<file path="src/rtl/spqd_pkg.sv">
// Shared constants and types for the strict priority four queue dispatcher.
`default_nettype none
package spqd_pkg;

  localparam int unsigned QueueDepth = 16;
  localparam int unsigned NumClasses = 4;
  localparam int unsigned SlotW      = $clog2(QueueDepth);
  localparam int unsigned CountW     = $clog2(QueueDepth + 1);
  localparam int unsigned ClassW     = 2;
  localparam int unsigned IdW        = 16;
  localparam int unsigned SvcW       = 16;

  typedef enum logic {
    OP_ARRIVAL = 1'b0,
    OP_TICK    = 1'b1
  } opcode_e;

  // One queued request.
  typedef struct packed {
    logic [IdW-1:0]  id;
    logic [SvcW-1:0] svc;
  } request_t;

  // Token handed down the chain of class cells during a dispatch.
  typedef struct packed {
    logic              open;   // still searching for a non-empty class
    logic              hit;    // a cell upstream has given its head request
    logic [ClassW-1:0] cls;
    request_t          req;
  } pick_t;

endpackage
`default_nettype wire

</file>
<file path="src/rtl/spqd_cell.sv">
// One class cell: a circular queue of requests plus its stage of the priority chain.
`default_nettype none
module spqd_cell
  import spqd_pkg::*;
(
  input  wire logic              clk_i,
  input  wire logic              rst_ni,
  input  wire logic [ClassW-1:0] cell_cls_i,
  input  wire logic              push_i,
  input  wire request_t          push_req_i,
  input  wire pick_t             pick_i,
  output pick_t                  pick_o,
  output logic                   full_o
);

  request_t            mem_q [QueueDepth];
  logic [SlotW-1:0]    head_q, head_d;
  logic [SlotW-1:0]    tail_q, tail_d;
  logic [CountW-1:0]   count_q, count_d;
  logic                empty;
  logic                take;
  logic                do_push;

  assign empty   = (count_q == '0);
  assign full_o  = (count_q == CountW'(QueueDepth));
  assign do_push = push_i && !full_o;
  assign take    = pick_i.open && !empty;

  // Pass the token on, or claim it with the oldest request of this class.
  always_comb begin
    pick_o = pick_i;
    if (take) begin
      pick_o.open = 1'b0;
      pick_o.hit  = 1'b1;
      pick_o.cls  = cell_cls_i;
      pick_o.req  = mem_q[head_q];
    end
  end

  // Pointer and fill level updates; push and pop never meet in one cycle.
  always_comb begin
    head_d  = head_q;
    tail_d  = tail_q;
    count_d = count_q;
    if (do_push) begin
      tail_d  = (tail_q == SlotW'(QueueDepth - 1)) ? '0 : tail_q + 1'b1;
      count_d = count_q + 1'b1;
    end else if (take) begin
      head_d  = (head_q == SlotW'(QueueDepth - 1)) ? '0 : head_q + 1'b1;
      count_d = count_q - 1'b1;
    end
  end

  always_ff @(posedge clk_i or negedge rst_ni) begin
    if (!rst_ni) begin
      head_q  <= '0;
      tail_q  <= '0;
      count_q <= '0;
    end else begin
      head_q  <= head_d;
      tail_q  <= tail_d;
      count_q <= count_d;
    end
  end

  // Request storage.
  always_ff @(posedge clk_i) begin
    if (do_push) begin
      mem_q[tail_q] <= push_req_i;
    end
  end

endmodule
`default_nettype wire

</file>
<file path="src/rtl/strict_priority_four_queue_dispatch_top.sv">
// Top level: class cells chained in priority order, server timer and output register.
// Each result word is registered from its input word when that word is accepted.
// Throughput: one word per cycle unless the receiver stalls; the single pass of the pick
// token down the cell chain, one push or pop and the server count all settle in that cycle.
// Reset: rst_ni clears queue pointers, fill levels, the server timer and the
// output valid flag; queue storage and output data hold no value until written.
`default_nettype none
module strict_priority_four_queue_dispatch_top
  import spqd_pkg::*;
(
  input  wire logic        clk_i,
  input  wire logic        rst_ni,
  input  wire logic        s_axis_tvalid,
  output logic             s_axis_tready,
  input  wire logic [39:0] s_axis_tdata,  // call_class[1:0], caller_id[17:2], service_time[33:18]
  input  wire logic        s_axis_tuser,  // opcode
  output logic             m_axis_tvalid,
  input  wire logic        m_axis_tready,
  output logic [23:0]      m_axis_tdata   // answered[0], answered_id[16:1],
                                          // answered_class[18:17], dropped[19]
);

  logic              in_acc;
  opcode_e           opcode;
  logic [ClassW-1:0] call_class;
  request_t          in_req;
  logic [SvcW-1:0]   busy_q, busy_d, busy_dec;
  logic              is_tick;
  pick_t             chain [NumClasses+1];
  logic [NumClasses-1:0] full;
  logic              dropped;
  logic              out_valid_q;
  logic [19:0]       out_data_q, out_data_d;

  assign opcode     = opcode_e'(s_axis_tuser);
  assign call_class = s_axis_tdata[1:0];
  assign in_req.id  = s_axis_tdata[17:2];
  assign in_req.svc = s_axis_tdata[33:18];

  // Output register frees its slot in the same cycle it is taken.
  assign s_axis_tready = !out_valid_q || m_axis_tready;
  assign in_acc        = s_axis_tvalid && s_axis_tready;
  assign is_tick       = in_acc && (opcode == OP_TICK);

  // The server counts down one per tick and may dispatch once it reaches zero.
  assign busy_dec = (busy_q == '0) ? '0 : busy_q - 1'b1;

  always_comb begin
    chain[0]      = '0;
    chain[0].open = is_tick && (busy_dec == '0);
  end

  for (genvar c = 0; c < NumClasses; c++) begin : g_cell
    spqd_cell u_cell (
      .clk_i      (clk_i),
      .rst_ni     (rst_ni),
      .cell_cls_i (ClassW'(c)),
      .push_i     (in_acc && (opcode == OP_ARRIVAL) && (call_class == ClassW'(c))),
      .push_req_i (in_req),
      .pick_i     (chain[c]),
      .pick_o     (chain[c+1]),
      .full_o     (full[c])
    );
  end

  assign dropped = full[call_class];

  // Server timer update.
  always_comb begin
    busy_d = busy_q;
    if (is_tick) begin
      busy_d = chain[NumClasses].hit ? chain[NumClasses].req.svc : busy_dec;
    end
  end

  // Result word assembly.
  always_comb begin
    out_data_d = '0;
    if (opcode == OP_TICK) begin
      if (chain[NumClasses].hit) begin
        out_data_d[0]     = 1'b1;
        out_data_d[16:1]  = chain[NumClasses].req.id;
        out_data_d[18:17] = chain[NumClasses].cls;
      end
    end else begin
      out_data_d[19] = dropped;
    end
  end

  always_ff @(posedge clk_i or negedge rst_ni) begin
    if (!rst_ni) begin
      busy_q      <= '0;
      out_valid_q <= 1'b0;
    end else begin
      busy_q <= busy_d;
      if (in_acc) begin
        out_valid_q <= 1'b1;
      end else if (m_axis_tready) begin
        out_valid_q <= 1'b0;
      end
    end
  end

  always_ff @(posedge clk_i) begin
    if (in_acc) begin
      out_data_q <= out_data_d;
    end
  end

  assign m_axis_tvalid = out_valid_q;
  assign m_axis_tdata  = {4'b0000, out_data_q};

endmodule
`default_nettype wire

</file>
<file path="config.mk">
export PLATFORM = sky130hd
export DESIGN_NAME = strict_priority_four_queue_dispatch_top
export DESIGN_NICKNAME = d
export VERILOG_FILES = /design/src/rtl/spqd_pkg.sv /design/src/rtl/spqd_cell.sv /design/src/rtl/strict_priority_four_queue_dispatch_top.sv
export SDC_FILE = /design/constraint.sdc
export NUM_CORES = 2
export LEC_CHECK = 0
export BUFFER_PORTS_ARGS = -buffer_cell sky130_fd_sc_hd__buf_2
export CORE_MARGIN = 2
export CORE_UTILIZATION = 50
export CTS_CLUSTER_SIZE = 16
export DETAILED_ROUTE_END_ITERATION = 16
export PLACE_DENSITY = 0.73
export RECOVER_POWER = 25
export REMOVE_ABC_BUFFERS = 1
export SLEW_MARGIN = 0
export SYNTH_ARGS = -nofsm -noshare
export SYNTH_HDL_FRONTEND = slang
export SYNTH_SLANG_ARGS = --single-unit
</file>
<file path="constraint.sdc">
create_clock -name clk_i -period 9.7 [get_ports clk_i]
set_input_delay 0.97 -clock clk_i [delete_from_list [all_inputs] [get_ports clk_i]]
set_output_delay 0.97 -clock clk_i [all_outputs]
set_load 0.05 [all_outputs]
</file>
==> results.toml <==
[outcome]
outcome = "finished with violations"
violations = "max-capacitance violations, max-slew violations"

[synth]
synth_area_leader_cell = "edfxtp_1"
yosys-top-cells-count = "edfxtp_1, mux4_2, mux2i_1"
ys.flop_type = "edfxtp_1"
synthCells = 3837
synth_compound_area_share_pct = 3.06
synth-simple-area-share_pct = 2.14
ys_async_sr_fraction_pct = 3.23
yosysTopAreaCellShare_pct = 74.2
ys.warnings.count = 0
synth_xor_area_share_pct = 0.262
avgSynthCellArea_um2 = 21.8
synth_top_family_by_area = "multiplexers"
synth.most_common_cell = "edfxtp_1"
synth_area_leaders = "edfxtp_1, mux4_2, dfrtp_1, mux2i_1, buf_2"
synth-seq-cells = 2137
synth_edf_count = 2068
synthMuxAreaShare_pct = 16.3
synthAdderAreaFrac_pct = 0.589
synth_seq_area_share_pct = 76.3
netlist_area_um2 = 83700
ys_types = 75

[floorplan]
die_w_um = 413
dieHeight_um = 413
die_area_um2 = 171000
start_util_pct = 50.2
rows = 150
io_pins = 71
core_um2 = 167000

[flow_run]
drv_cap = 22

[clock_network]
clk_pin_slew_worst_paths_ns = 0.06
cts_root_buf = "clkbuf_16"
numCtsBuffers = 194
clock_path_buffers = 3
h-tree-depth = 4
ctsResizeCount = 0
cts_tree = "yes"
clk_latency_ns = 0.85
cts.sinks = 2137
cts_setup_buffers = 0

[sta]
skew_ns = 0.0409
fmax_mhz = 220
fin_hold_ws_ns = 0.421
grt_setup_unrepaired = "false"
slew-limit-headroom_pct = -129
setup_tns_ns = 0
hold_viol = 0
setup_viol = 0
finalMaxSlewViolations = 1431
worst_pin_slew_ns = 3.43
fin_crit_sh_pct = 46.8
period_minus_slack_ns = 4.54

[pwr]
p_int_mw = 14.7
p_leak_nw = 28.0
power_frac_seq_pct = 55.5
switching_power_mw = 4.18
vdd_drop_max_mv = 0.129
p_clk_share_pct = 39.2
swShare_pct = 22.1
power_mw = 18.9
comb_power_share_pct = 5.4
p_per_area_nw_per_um2 = 203

[placed_design]
portBuffers = 60
gp_congestion = 0.878
hpwl_um = 104000

[global_routing]
grt.overflow.total = 0
grt_usage_pct = 22.9
grt_pass1_wl_um = 279000
grt_max_degree = 65
antenna_found_initial = 14
first_global_vias = 40000

[worst_setup_path]
end_kind = "register"
reg2reg_from = "busy_q[2]$_DFFE_PN0P_"
start_kind = "register"
worstPathArrival_ns = 5.08
r2r_cells = 6
reg2reg_slack_ns = 5.16
path_class = "register to register"
cp.required_ns = 10.24
rr_endpoint = "out_data_q[5]$_SDFFCE_PN0P_"
worstPathMaxFanout = 24

[final_layout]
multi_input_comb_area_um2 = 18900
fill_cells = 12000
area_delta_synth_final_pct = 11.0
final-seq-area_um2 = 63900
nets = 4077
drive_gt1_share_pct = 25.9

[hold_path]
min_path_type = "input port to register"
min_path_cells = 3
hold_end = "m_axis_tvalid$_DFFE_PN0P_"
holdCritStartpoint = "s_axis_tvalid"

[route]
drt_iter0_markers = 5730
postRouteWirelength_um = 193000
drc = 0
drt-pass1-iter-count = 6
wl_per_cell_um = 30.3
vias = 40100
ant_nets = 0
vias_per_cell = 6.30
sequential cells by signal (all words and copies together), names as in the netlist:
name and flops:
m_axis_tvalid 1, g_cell.u_cell.tail_q 16, g_cell.u_cell.mem_q 2048, g_cell.u_cell.count_q 20
busy_q 16, out_data_q 20, g_cell.u_cell.head_q 16
final cells by class:
cell class / count / area share (%)
sequential: 2137 / 68.8
multi-input combinational: 1457 / 20.4
clock buffer: 254 / 5.53
tap: 2204 / 2.97
timing repair buffer: 177 / 1.18
clock inverter: 106 / 1.06
inverter: 28 / 0.113
antenna: 2 / 0.00539
stage by stage:
stage	cells	worst slack, ns	instance area (µm²)	utilization (%)
6_report	6365	5.16	92900	55.7
5_1_grt	6363	4.87	92900	55.7
4_1_cts	6363	5.17	93000	55.8
3_5_place_dp	6002	5.07	86800	52.1
3_3_place_gp	6002	5.17	86800	52.1
2_1_floorplan	3622	2.61	82600	-
logic make-up (layout without fill, tap and decap cells):
family | Yosys count | count (layout)
DFF | 2137 | 2137
other | 1 | 6
muxes | 702 | 702
adders and majority gates | 37 | 37
buffers and inverters | 246 | 565
AOI/OAI and AO/OA | 354 | 354
and+or+nand+nor | 335 | 335
xor gates and xnor gates | 25 | 25
critical path: stages, from the launching register on:
cell      delay (ns)
dfrtp_1         0.51
nor4_4          0.65
nand3_1         0.21
nor2_1          0.72
a41o_2          0.62
nand2_1         0.71
a211oi_1        0.80
placed cells by master (no fill, tap or decap), types with 55 or more instances in the layout:
cell,n
buf_4,94
mux2i_1,145
mux4_2,523
dfrtp_1,55
edfxtp_1,2068
clkbuf_16,195
a22oi_1,58
buf_2,59
clkbuf_1,78
nand2_1,79
metal layers:
| metal | global-route usage (%) | part of all wire [%] | up-vias | wire length (µm) |
|---|---|---|---|---|
| li1 | - | - | 16500 | - |
| met3 | 4.26 | 9.7 | 316 | 18800 |
| met4 | 7.80 | 3.4 | 14 | 6640 |
| met1 | 32.4 | 39 | 21200 | 75500 |
| met2 | 36.1 | 48 | 2021 | 92100 |
| met5 | 0 | 0.040 | - | 77 |
worst max-delay path by stage:
| stage | to | slack, ns | cells after the start | start |
|---|---|---|---|---|
| final | out_data_q[5]$_SDFFCE_PN0P_ | 5.16 | 6 | busy_q[2]$_DFFE_PN0P_ |
| after detailed placement | g_cell[0].u_cell.mem_q[3][22]$_DFFE_PP_ | 5.07 | 7 | m_axis_tready |
| after global placement | g_cell[0].u_cell.mem_q[3][30]$_DFFE_PP_ | 5.17 | 7 | m_axis_tready |
| after floorplan | busy_q[2]$_DFFE_PN0P_ | 2.61 | 5 | g_cell[3].u_cell.head_q[0]$_DFFE_PN0P_ |
| after CTS | out_data_q[12]$_SDFFCE_PN0P_ | 5.17 | 6 | g_cell[2].u_cell.head_q[0]$_DFFE_PN0P_ |
| after global routing | out_data_q[14]$_SDFFCE_PN0P_ | 4.87 | 6 | busy_q[2]$_DFFE_PN0P_ |
power by group through the flow:
stage	clock (mW)	combinational (mW)	sequential (mW)
floorplan	0	0.520	10.6
global placement	0	0.966	10.6
detailed placement	0	0.997	10.6
CTS	7.48	1.00	10.4
global route	7.81	1.09	10.5
finish	7.39	1.01	10.5
what timing repair did:
item,CTS,global route
hold buffers,1,0
endpoints found under the setup margin,0,0
hold endpoints to repair,10,0
Note: power is estimated with default switching activity, not from simulation.
